### config.mk
export PLATFORM = sky130hd
export DESIGN_NAME = ccd_cell
export DESIGN_NICKNAME = d
export VERILOG_FILES = /design/src/design/ccd_pkg.sv /design/src/design/ccd_cell.sv
export SDC_FILE = /design/constraint.sdc
export NUM_CORES = 1
export LEC_CHECK = 0
export BUFFER_PORTS_ARGS = -buffer_cell sky130_fd_sc_hd__buf_4
export CAP_MARGIN = 20
export CORE_MARGIN = 3
export CORE_UTILIZATION = 51
export CTS_BUF_LIST = sky130_fd_sc_hd__clkbuf_4
export DETAILED_ROUTE_END_ITERATION = 6
export PLACE_DENSITY = 0.75
export SYNTH_ARGS = -nofsm -noshare
export SYNTH_HDL_FRONTEND = slang
export SYNTH_SLANG_ARGS = --single-unit
### constraint.sdc
create_clock -name clk -period 11.05 [get_ports clk]
set_input_delay 2.21 -clock clk [delete_from_list [all_inputs] [get_ports clk]]
set_output_delay 2.21 -clock clk [all_outputs]
set_load 0.02 [all_outputs]
### src/design/ccd_pkg.sv
`timescale 1ns / 1ps
package ccd_pkg;

	localparam int TABLE_DEPTH = 128;
	localparam int CLEAN_TRIGGER = 100;
	localparam int TIME_W = 48;
	localparam int IDX_W = $clog2(TABLE_DEPTH);
	localparam int CNT_W = $clog2(TABLE_DEPTH + 1);
	localparam int SLOT_W = 7;
	localparam int DUR_W = 40;
	localparam int FREQ_W = 32;
	localparam int AGE_W = 40;
	localparam int ADDR_W = 4;
	localparam int DATA_W = 64;

	localparam logic [AGE_W-1:0] AGE_RESET = 40'd5000000000;
	localparam logic [ADDR_W-1:0] ADDR_AGE = 4'h0;

	typedef enum logic [1:0] {
		REQ_ADD = 2'd0,
		REQ_QUERY = 2'd1,
		REQ_CLEAR = 2'd2,
		REQ_NOP = 2'd3
	} req_t;

	typedef enum logic [1:0] {
		STAT_OK = 2'd0,
		STAT_FULL = 2'd1,
		STAT_BADSLOT = 2'd2
	} status_t;

	typedef enum logic [1:0] {
		TK_ADD = 2'd0,
		TK_FETCH = 2'd1,
		TK_QUERY = 2'd2,
		TK_AGE = 2'd3
	} tok_kind_t;

	// Token that walks the cell chain, one cell per clock.
	typedef struct packed {
		logic vld;
		tok_kind_t kind;
		logic found;
		logic hit;
		logic [IDX_W-1:0] slot;
		logic [CNT_W-1:0] count;
		logic [TIME_W-1:0] start_time;
		logic [TIME_W-1:0] stop_time;
		logic [FREQ_W-1:0] chan;
	} tok_t;

endpackage

### src/design/ccd_cell.sv
`timescale 1ns / 1ps
module ccd_cell import ccd_pkg::*; (
	input logic clk,
	input logic arst_n,
	input logic clear,
	input logic [AGE_W-1:0] age_thr,
	input logic [IDX_W-1:0] cell_idx,
	input tok_t tok_in,
	output tok_t tok_out
);

	logic valid_q;
	logic [TIME_W-1:0] start_q;
	logic [TIME_W-1:0] stop_q;
	logic [FREQ_W-1:0] chan_q;
	tok_t tok_q;
	tok_t tok_d;
	logic claim;
	logic expire;
	logic overlap;
	logic match;
	logic [TIME_W-1:0] age_gap;

	always_comb begin
		age_gap = tok_in.start_time - stop_q;
		claim = tok_in.vld && (tok_in.kind == TK_ADD) && !tok_in.found && !valid_q;
		expire = tok_in.vld && (tok_in.kind == TK_AGE) && valid_q &&
			(tok_in.start_time > stop_q) && (age_gap > TIME_W'(age_thr));
		// Positive overlap exactly when both ends lie beyond both starts.
		overlap = (tok_in.stop_time > start_q) && (stop_q > tok_in.start_time) &&
			(tok_in.stop_time > tok_in.start_time) && (stop_q > start_q);
		match = tok_in.found && valid_q && (chan_q == tok_in.chan) &&
			(cell_idx != tok_in.slot);
		tok_d = tok_in;
		case (tok_in.kind)
			TK_ADD: begin
				if (claim) begin
					tok_d.found = 1'b1;
					tok_d.slot = cell_idx;
				end
				if (valid_q || claim) begin
					tok_d.count = tok_in.count + CNT_W'(1);
				end
			end
			TK_FETCH: begin
				if (cell_idx == tok_in.slot) begin
					tok_d.found = valid_q;
					tok_d.start_time = start_q;
					tok_d.stop_time = stop_q;
					tok_d.chan = chan_q;
				end
			end
			TK_QUERY: begin
				if (match && overlap) begin
					tok_d.hit = 1'b1;
				end
			end
			default: begin
			end
		endcase
	end

	always_ff @(posedge clk or negedge arst_n) begin
		if (!arst_n) begin
			valid_q <= 1'b0;
			tok_q <= '0;
		end else begin
			tok_q <= tok_d;
			if (clear) begin
				valid_q <= 1'b0;
			end else if (claim) begin
				valid_q <= 1'b1;
			end else if (expire) begin
				valid_q <= 1'b0;
			end
		end
	end

	always_ff @(posedge clk) begin
		if (claim) begin
			start_q <= tok_in.start_time;
			stop_q <= tok_in.stop_time;
			chan_q <= tok_in.chan;
		end
	end

	assign tok_out = tok_q;

endmodule

==> metrics.txt <==
Synth Instances 1,650; Worst EP required 11.69 ns; Netlist cell types 83; Netlist Area Pre-Place 17,400 um2; RePlAce Congestion 0.935; CTS Root Cell clkbuf_4; Core Area 33,600 um2; Initial Util 0.519; clock tree from TritonCTS built; GR Overflow Total 0; worst vdd ir 0.0883 mV; Resized cells post-CTS 0; Final Skew 0.0277 ns; measured slew at the worst slew-check pin 1.13 ns; largest fanout on the critical path 3; vias 14,200; outcome complete, no violations; synth warn 0; Seq/Total Area, Yosys 0.434; Clock Pin Slew Worst Setup and Hold Paths 0.06 ns; setup violators final 0; CTS H-tree depth 3; Commonest cells post-synth ha_1, inv_1, dfrtp_1, edfxtp_1, nand2_1; number of nets still failing antenna checks after routing 0; max cap viols 0; IO Pins 346; RSZ-0062 raised after global routing no; top-count cell post-synth ha_1; Synth Net Count 2,082; Synth Register Bits 277; # DRC 0; post-DP HPWL 40.6 mm; Final Hold Fails 0; Die Y 191 um; syn avg cell area 10.6 um2; Total GRT Usage 0.277; CP Cell Sequence buf_4 > inv_1 > ha_1 > inv_1 > fa_1 > a211o_1 > a211oi_2 > o31ai_1 > a211oi_2 > o21bai_1 > a21oi_1 > o21ai_0 > xor2_1 > ha_1 > nand4_1 > nor2_1 > and3_1 > a221oi_1 > a21oi_1 > nor4_1 > nand4_1 > o41ai_2; Routed WL 51.4 mm; first-pass GRT wire length 78.0 mm; DRT Pass-1 Iters 6; ys flop type dfrtp_1; Slew Viols, Final 0; Hold Path Class flop to flop; Chip Width 191 um; CP endpoint kind flop; Via-to-Cell Ratio 5.55; Worst Path Class, Setup input pin to flop; Num CTS Buffers 75; total power draw 2.61 mW; Max-slew headroom 0.239; layout cells sized above 1 0.285; Critical Path Source Type input pin; largest net degree at the start of global routing 104; buffers added on ports 345; CTS Hold Bufs 0; largest area contributor in the netlist edfxtp_1; antenna violations before repair 5; synth-to-layout area growth 22.9%; Row Count 67; asr flop ratio synth 0.538; Leak 10.1 nW; wire length per cell 20.2 um; die footprint 36,400 um2; postcts setup bufs 0; Yosys top cell area share 0.220; number of global-route vias before repair 14,500; period utilization 0.567; PwrDens 122 nW/um2; critical path arrival 6.90 ns; crit path time final 6.26 ns; Sink Count 277; final setup TNS 0 ns; CP peak stage delay 0.48 ns; fin nets 2,465; ranking of synthesized cells by area edfxtp_1, dfrtp_1, ha_1; Post-synth EDFFs 128; Initial DRC Count 815; Slowest-stage cell, CP a211oi_2; Worst-Skew Late Latency 0.77 ns; CTS Buffer Depth 3; Max Fclk 0.160 GHz
-- placed cells by master, fill, tap and decap left out, types with 5 or more instances in the layout --
cell and instances:
a221oi_1 8, nor3_1 15, o31ai_1 5, nor4_1 18, nand2_1 116, a211oi_1 8
edfxtp_1 128, a21o_1 51, dfrtp_1 149, clkbuf_4 111, ha_1 233, nand3_1 18
o21ai_1 13, xor2_1 43, and4_1 5, o21a_1 17, o211ai_1 13, inv_1 200
buf_4 349, clkinv_1 17, nor2b_1 12, nor2_1 55, nand4_1 62, a211o_1 7
diode_2 5, o21bai_1 9, o21ai_0 114, xnor2_1 43, mux2_2 86, a21oi_1 96
-- logic make-up (layout without fill, tap and decap cells) --
family                   count (synthesis)  count (layout)  synth area share
flip-flops                             277             277             0.434
other                                    0               5                 0
adder cells (fa/ha/maj)                234             234             0.168
multiplexers                            87              87            0.0561
AND/OR/NAND/NOR                        331             331            0.0949
AO/OA/AOI/OAI                          391             391             0.146
buffers and inverters                  244             690            0.0571
XOR/XNOR                                86              86            0.0432
-- flip-flops by register name, summed over array words and instances, names as in the netlist --
register / count
start_q: 48
tok_out: 148
chan_q: 32
valid_q: 1
stop_q: 48
-- power by group --
part           leakage (nW)  total [mW]  switching [mW]  internal [mW]
logic                  6.57       0.505           0.285          0.220
clock network         0.603       0.967           0.453          0.514
registers              2.90        1.14          0.0162           1.12
total                  10.1        2.61           0.754           1.85
-- critical path, delay by kind of cell --
kind                     cells  cell delay [ns]
XOR/XNOR                     1             0.16
adder cells (fa/ha/maj)      3             0.91
AND/OR/NAND/NOR              5             0.75
AO/OA/AOI/OAI               10             2.59
buffers and inverters        3             0.28
-- final timing paths --
| check | start | to | slack, ns | cells past startpoint |
|---|---|---|---|---|
| setup / recovery | tok_in[80] | valid_q$_DFFE_PN0P_ | 4.79 | 22 |
| hold / removal | start_q[8]$_DFFE_PP_ | tok_out[88]$_DFF_PN0_ | 0.48 | 2 |
| setup reg to reg | stop_q[0]$_DFFE_PP_ | valid_q$_DFFE_PN0P_ | 6.02 | 20 |
| hold reg to reg | start_q[8]$_DFFE_PP_ | tok_out[88]$_DFF_PN0_ | 0.48 | 2 |
| max in group asynchronous | arst_n | tok_out[117]$_DFF_PN0_ | 8.12 | 2 |
| min in group asynchronous | arst_n | tok_out[5]$_DFF_PN0_ | 1.52 | 1 |
-- routing by layer --
layer	vias to the layer above	wire, um	track usage
met5	-	0	0
met4	0	2010	0.121
met3	117	3140	0.0550
met2	474	25000	0.466
met1	6755	21300	0.348
li1	6807	-	-
-- area by class of cell --
type                            instances  area [um2]
Inverter                              200         751
Sequential cell                       277        7570
Timing Repair Buffer                  350        2630
Clock inverter                         29         180
Multi-Input combinational cell       1129        8880
Fill cell                            2744       12200
Antenna cell                            5        12.5
Tap cell                              448         561
Clock buffer                          111         833
-- stage by stage --
stage / worst slack [ns] / cell area (um2) / util / cells / hold WS, ns
finish: 4.79 / 21400 / 0.637 / 2549 / 0.479
global route: 4.51 / 21400 / 0.637 / 2549 / 0.504
CTS: 4.90 / 21400 / 0.637 / 2544 / 0.462
detailed placement: 4.07 / 20400 / 0.607 / 2404 / 0.470
global placement: 4.24 / 20400 / 0.607 / 2404 / 0.458
floorplan: 3.91 / 17400 / - / 1650 / 0.452
(Power assumes the default switching activity.)
