===== src/design/ccd_pkg.sv =====
`timescale 1ns / 1ps
package ccd_pkg;

	localparam int TABLE_DEPTH = 128;
	localparam int CLEAN_TRIGGER = 100;
	localparam int TIME_W = 48;
	localparam int IDX_W = $clog2(TABLE_DEPTH);
	localparam int CNT_W = $clog2(TABLE_DEPTH + 1);
	localparam int SLOT_W = 7;
	localparam int DUR_W = 40;
	localparam int FREQ_W = 32;
	localparam int AGE_W = 40;
	localparam int ADDR_W = 4;
	localparam int DATA_W = 64;

	localparam logic [AGE_W-1:0] AGE_RESET = 40'd5000000000;
	localparam logic [ADDR_W-1:0] ADDR_AGE = 4'h0;

	typedef enum logic [1:0] {
		REQ_ADD = 2'd0,
		REQ_QUERY = 2'd1,
		REQ_CLEAR = 2'd2,
		REQ_NOP = 2'd3
	} req_t;

	typedef enum logic [1:0] {
		STAT_OK = 2'd0,
		STAT_FULL = 2'd1,
		STAT_BADSLOT = 2'd2
	} status_t;

	typedef enum logic [1:0] {
		TK_ADD = 2'd0,
		TK_FETCH = 2'd1,
		TK_QUERY = 2'd2,
		TK_AGE = 2'd3
	} tok_kind_t;

	// Token that walks the cell chain, one cell per clock.
	typedef struct packed {
		logic vld;
		tok_kind_t kind;
		logic found;
		logic hit;
		logic [IDX_W-1:0] slot;
		logic [CNT_W-1:0] count;
		logic [TIME_W-1:0] start_time;
		logic [TIME_W-1:0] stop_time;
		logic [FREQ_W-1:0] chan;
	} tok_t;

endpackage


===== src/design/ccd_seq.sv =====
`timescale 1ns / 1ps
module ccd_seq import ccd_pkg::*; (
	input logic clk,
	input logic arst_n,
	input logic req_valid,
	output logic req_stall,
	input logic [1:0] req_type,
	input logic [TIME_W-1:0] now,
	input logic [DUR_W-1:0] duration,
	input logic [FREQ_W-1:0] frequency,
	input logic [SLOT_W-1:0] query_slot,
	output logic rsp_valid,
	input logic rsp_stall,
	output logic [SLOT_W-1:0] slot,
	output logic destroyed,
	output logic [1:0] status,
	output logic clear,
	output tok_t seed,
	input tok_t tail_tok
);

	typedef enum logic [5:0] {
		S_IDLE = 6'b000001,
		S_ADD = 6'b000010,
		S_FETCH = 6'b000100,
		S_QUERY = 6'b001000,
		S_AGE = 6'b010000,
		S_WRITE = 6'b100000
	} state_t;

	localparam int EXT_W = IDX_W + SLOT_W;

	state_t state_q, state_d;
	tok_t seed_q, seed_d;
	logic clear_q, clear_d;
	logic [SLOT_W-1:0] res_slot_q, res_slot_d;
	logic res_dst_q, res_dst_d;
	status_t res_stat_q, res_stat_d;
	logic rsp_valid_q;
	logic [SLOT_W-1:0] slot_q;
	logic destroyed_q;
	status_t status_q;
	logic [TIME_W:0] end_sum;
	logic [EXT_W-1:0] qs_ext;
	logic [EXT_W-1:0] tail_slot_ext;
	logic qs_bad;
	logic out_free;
	logic load;

	assign end_sum = {1'b0, now} + (TIME_W + 1)'(duration);
	assign qs_ext = EXT_W'(query_slot);
	assign tail_slot_ext = EXT_W'(tail_tok.slot);
	assign qs_bad = qs_ext >= EXT_W'(TABLE_DEPTH);
	assign out_free = !rsp_valid_q || !rsp_stall;
	assign load = (state_q == S_WRITE) && out_free;

	always_comb begin
		state_d = state_q;
		seed_d = seed_q;
		seed_d.vld = 1'b0;
		clear_d = 1'b0;
		res_slot_d = res_slot_q;
		res_dst_d = res_dst_q;
		res_stat_d = res_stat_q;
		case (state_q)
			S_IDLE: begin
				if (req_valid) begin
					res_slot_d = '0;
					res_dst_d = 1'b0;
					res_stat_d = STAT_OK;
					state_d = S_WRITE;
					case (req_type)
						REQ_ADD: begin
							seed_d = '0;
							seed_d.vld = 1'b1;
							seed_d.kind = TK_ADD;
							seed_d.start_time = now;
							// The end time saturates at the largest time.
							seed_d.stop_time = end_sum[TIME_W] ? '1 : end_sum[TIME_W-1:0];
							seed_d.chan = frequency;
							state_d = S_ADD;
						end
						REQ_QUERY: begin
							if (qs_bad) begin
								res_stat_d = STAT_BADSLOT;
							end else begin
								seed_d = '0;
								seed_d.vld = 1'b1;
								seed_d.kind = TK_FETCH;
								seed_d.slot = qs_ext[IDX_W-1:0];
								state_d = S_FETCH;
							end
						end
						REQ_CLEAR: begin
							clear_d = 1'b1;
						end
						default: begin
						end
					endcase
				end
			end
			S_ADD: begin
				if (tail_tok.vld) begin
					if (!tail_tok.found) begin
						res_stat_d = STAT_FULL;
						state_d = S_WRITE;
					end else begin
						res_slot_d = tail_slot_ext[SLOT_W-1:0];
						if (tail_tok.count > CNT_W'(CLEAN_TRIGGER)) begin
							// The aging pass reuses the add token; it still carries now.
							seed_d = tail_tok;
							seed_d.kind = TK_AGE;
							state_d = S_AGE;
						end else begin
							state_d = S_WRITE;
						end
					end
				end
			end
			S_FETCH: begin
				if (tail_tok.vld) begin
					if (!tail_tok.found) begin
						res_stat_d = STAT_BADSLOT;
						state_d = S_WRITE;
					end else begin
						seed_d = tail_tok;
						seed_d.kind = TK_QUERY;
						seed_d.hit = 1'b0;
						state_d = S_QUERY;
					end
				end
			end
			S_QUERY: begin
				if (tail_tok.vld) begin
					res_dst_d = tail_tok.hit;
					state_d = S_WRITE;
				end
			end
			S_AGE: begin
				if (tail_tok.vld) begin
					state_d = S_WRITE;
				end
			end
			S_WRITE: begin
				if (out_free) begin
					state_d = S_IDLE;
				end
			end
			default: begin
				state_d = S_IDLE;
			end
		endcase
	end

	always_ff @(posedge clk or negedge arst_n) begin
		if (!arst_n) begin
			state_q <= S_IDLE;
			seed_q <= '0;
			clear_q <= 1'b0;
			rsp_valid_q <= 1'b0;
		end else begin
			state_q <= state_d;
			seed_q <= seed_d;
			clear_q <= clear_d;
			if (load) begin
				rsp_valid_q <= 1'b1;
			end else if (!rsp_stall) begin
				rsp_valid_q <= 1'b0;
			end
		end
	end

	always_ff @(posedge clk) begin
		res_slot_q <= res_slot_d;
		res_dst_q <= res_dst_d;
		res_stat_q <= res_stat_d;
		if (load) begin
			slot_q <= res_slot_q;
			destroyed_q <= res_dst_q;
			status_q <= res_stat_q;
		end
	end

	assign req_stall = (state_q != S_IDLE);
	assign rsp_valid = rsp_valid_q;
	assign slot = slot_q;
	assign destroyed = destroyed_q;
	assign status = status_q;
	assign clear = clear_q;
	assign seed = seed_q;

`ifndef SYNTH
	a_seed_pulse: assert property (@(posedge clk) disable iff (!arst_n)
		seed_q.vld |=> !seed_q.vld)
		else $error("walk token injected on two cycles in a row");

	a_tail_in_walk: assert property (@(posedge clk) disable iff (!arst_n)
		tail_tok.vld |-> (state_q == S_ADD || state_q == S_FETCH ||
			state_q == S_QUERY || state_q == S_AGE))
		else $error("token left the chain outside a walk");

	a_clear_write: assert property (@(posedge clk) disable iff (!arst_n)
		clear_q |-> (state_q == S_WRITE))
		else $error("table cleared outside a clear request");

	a_full_slot: assert property (@(posedge clk) disable iff (!arst_n)
		(rsp_valid_q && (status_q == STAT_FULL)) |-> (slot_q == '0))
		else $error("rejected add reports a slot");

	a_dst_ok: assert property (@(posedge clk) disable iff (!arst_n)
		(rsp_valid_q && destroyed_q) |-> (status_q == STAT_OK))
		else $error("collision reported with an error status");
`endif

endmodule


===== config.mk =====
export PLATFORM = sky130hd
export DESIGN_NAME = ccd_seq
export DESIGN_NICKNAME = d
export VERILOG_FILES = /design/src/design/ccd_pkg.sv /design/src/design/ccd_seq.sv
export SDC_FILE = /design/constraint.sdc
export NUM_CORES = 1
export LEC_CHECK = 0
export ABC_AREA = 1
export BUFFER_PORTS_ARGS = -buffer_cell sky130_fd_sc_hd__buf_2
export CAP_MARGIN = 20
export CELL_PAD_IN_SITES_DETAIL_PLACEMENT = 1
export CELL_PAD_IN_SITES_GLOBAL_PLACEMENT = 1
export CORE_MARGIN = 1
export CORE_UTILIZATION = 37
export DETAILED_ROUTE_END_ITERATION = 7
export GPL_TIMING_DRIVEN = 0
export MAX_ROUTING_LAYER = met4
export PLACE_DENSITY_LB_ADDON = 0.1
export SKIP_LAST_GASP = 1
export SYNTH_ARGS = -nofsm -noshare
export SYNTH_HDL_FRONTEND = slang
export SYNTH_SLANG_ARGS = --single-unit

===== constraint.sdc =====
create_clock -name clk -period 6.2 [get_ports clk]
set_input_delay 1.86 -clock clk [delete_from_list [all_inputs] [get_ports clk]]
set_output_delay 1.86 -clock clk [all_outputs]
set_load 0.01 [all_outputs]

==> flow_summary.toml <==
[cts]
h-tree-depth = 4
cts_tree = "yes"
clock_tree.buffer_depth = 2
worstSkewPairLatency_ns = 0.46
clk_root_buffer_cell = "clkbuf_16"
clkTransAtPathRegs_ns = 0.07
post-cts-setup-buffer-count = 0
postCtsHoldBufs = 0
clkSinkCount = 175
cts-resized-gates = 0
cts_made_buffers = 17

[timing]
fin_worst_skew_ns = 0.00817
finalHoldWorstSlack_ns = 0.429
worst_pin_slew_ns = 1.03
setup_viol_count_final = 0
finalMaxSlewViolations = 0
layout_worst_path_cycle_share_pct = 62.3
grt_setup_unrepaired = "no"
timing.final.hold_violations = 0
setup_total_negative_slack_ns = 0
setup_slack_ns = 2.33
worst_rel_slew_slack_pct = 31.2
max_freq_mhz = 259
finalWorstPathRequiredPeriod_ns = 3.87

[global_routing]
grt_start_max_net_pins = 95
initial_antenna_violation_count = 9
grt_pass1_vias = 14000
grt_first_pass_wirelength_mm = 76.2
globalRoute.totalOverflow = 0
global_route.usage.total_pct = 31.2

[route]
detail_route.wirelength_mm = 48.7
detail_route.first_pass.iterations = 5
wl_per_cell_um = 18.1
num_vias = 13200
routed_via_density = 4.91
detail_route.drc_violations = 0
first_iter_violations = 599
route.antenna.remaining_nets = 0

[die]
chipHeight_um = 182
dieArea_um2 = 33000
dieWidth_um = 182
io-pin-count = 442
core.rowCount = 65
initial_core_util_pct = 37.7
placeableCoreArea_um2 = 31600

[power_and_ir_drop]
leakagePower_nw = 9.16
vdd.ir_drop.worst_mv = 0.189
power_per_cell_area_nw_per_um2 = 354

[worst_hold_path]
timing.hold.worst_endpoint = "slot[1]"
hold_path_startpoint = "res_slot_q[1]"
timing.hold.worst.class = "reg -> reg"
timing.hold.worst_path_depth = 0

[finish]
layout.filler_cells = 4364
layout_common_cells = "nand2_1 (836), buf_2 (468), inv_1 (245)"
layout.cells.most_common = "nand2_1"
area.growth.synth_to_final_pct = 28.3
finalInstanceArea_um2 = 15300
drive_above_1_share_pct = 26.6
nNetsFinal = 2588

[status]
outcome = "completed"

[setup_path]
reg2reg_to = "res_stat_q[1]"
timing.critical_path.from_type = "input port"
timing.critical_path.max_delay_family = "simple AND/OR/NAND/NOR gates"
regToRegSetupSlack_ns = 3.67
timing.reg2reg.worst_path_depth = 5
worst_setup_path_end_kind = "register"
timing.critical_path.fanout_max = 10
worst-path-buf-inv = 5
crit_path_from = "now[0]"
critical_path.cell_chain = "buf_2 -> ha_1 -> fa_1 -> nand2_1 -> inv_1 -> nand2_1 -> nand2_2 -> nand2_2 -> nand2_4 -> nand2_2 -> nand2_2 -> inv_2 -> nor2_4 -> nor2_4 -> buf_8 -> buf_12 -> nand3_2 -> nand2_1 -> nand2_1"
crit-reg2reg-launch = "state_q[0]"
cp_data_required_time_ns = 6.56
worstPathArrival_ns = 4.22
slowest_stage = "fa_1"
critical_path_class = "in -> reg"
cpPeakStageDelay_ns = 0.46

[logic_synthesis]
flip_flop_cell_with_the_highest_count_after_synthesis = "dfrtp_1"
synth_cells = 1807
ys.warnings.count = 0
synthesis.area_um2 = 11900
synth_enable_flop_cells = 20
synth.net_count = 2129
yosys.area.top_type_share_pct = 32.3
post_synth.cell_area_avg_um2 = 6.60
synth.ff_latch_count = 175
yosysSeqAreaShare_pct = 37.6
synthTopCellsByArea = "dfrtp_1 (32%), nand2_1 (26%), inv_1 (7.7%)"
synth_cell_types = 39
synth_largest_area_cell = "dfrtp_1"
synthArstFlopShare_pct = 88.6

[place]
dpl-instance-area_um2 = 14700
port-buffer-count = 439
dpl_worst_slack_ns = 1.82
place_hpwl_mm = 40.7
routabilityCongestion = 0.938

[run]
cap_viol_max_count = 0
-- flip-flops by register name, indices dropped and copies added, names as in the netlist --
register	count
status	2
seed	147
rsp_valid	1
slot	7
res_slot_q	7
res_stat_q	2
res_dst_q	1
state_q	6
destroyed	1
clear	1
-- per-layer routing --
layer / track usage (%) / part of all wire, %
met2: 53.4 / 49
met1: 36.3 / 43
met3: 4.43 / 4.4
met5: - / 0
met4: 14.2 / 3.7
-- per-stage QoR --
stage	std cells	power, mW	utilization [%]
after floorplan	1807	3.21	-
after global placement	2648	4.18	46.2
after detailed placement	2649	4.27	46.3
after CTS	2681	5.45	48.3
after global routing	2690	5.77	48.3
final	2690	5.41	48.3
-- how the worst max path moves through the flow --
| stage | endpoint | cells past startpoint |
|---|---|---|
| 6_report | seed[60] | 19 |
| 5_1_grt | seed[59] | 19 |
| 4_1_cts | seed[59] | 19 |
| 3_5_place_dp | seed[59] | 19 |
| 3_3_place_gp | seed[97] | 1 |
| 2_1_floorplan | seed[41] | 18 |
-- synthesized netlist by cell type, types with 2 or more instances --
master,number
nand2_1,836
inv_1,245
nand3_1,158
dfrtp_1,154
nor2_1,102
ha_1,40
nand2_2,32
buf_2,30
a21oi_1,27
inv_2,22
xnor2_1,22
edfxtp_1,20
nand3_2,19
o211ai_1,15
nand4_1,14
nor2_2,8
o21ai_0,8
nor3_1,7
buf_6,6
clkbuf_1,6
a22o_1,5
nor2_4,5
buf_4,4
o21ai_1,3
buf_8,2
clkbuf_8,2
clkinv_1,2
xor2_1,2
-- cell type report --
class,count,area [um2],share of cell area (%)
Antenna cell,9,22.5,0.147
Buffer,51,348,2.27
Clock buffer,18,439,2.87
Clock inverter,14,171,1.12
Inverter,269,1010,6.60
Multi-Input combinational cell,1312,6090,39.8
Sequential cell,175,4480,29.3
Tap cell,402,503,3.29
Timing Repair Buffer,440,2230,14.6
-- power by group --
group          internal [mW]  total, mW  switching, mW
registers               1.71       1.98          0.275
clock network          0.620       1.17          0.549
logic                  0.868       2.26           1.39
total                   3.19       5.41           2.22
-- logic make-up (layout without fill, tap and decap cells) --
| group | after synthesis | in the layout | synth area share (%) |
|---|---|---|---|
| fa+ha+maj | 41 | 41 | 4.36 |
| xor+xnor | 24 | 24 | 1.76 |
| other cells | 0 | 9 | 0 |
| flops | 175 | 175 | 37.6 |
| simple gates | 1186 | 1186 | 41.8 |
| buf+inv | 320 | 792 | 11.4 |
| compound gates | 61 | 61 | 3.13 |
Power figures use the tool's default switching activity.
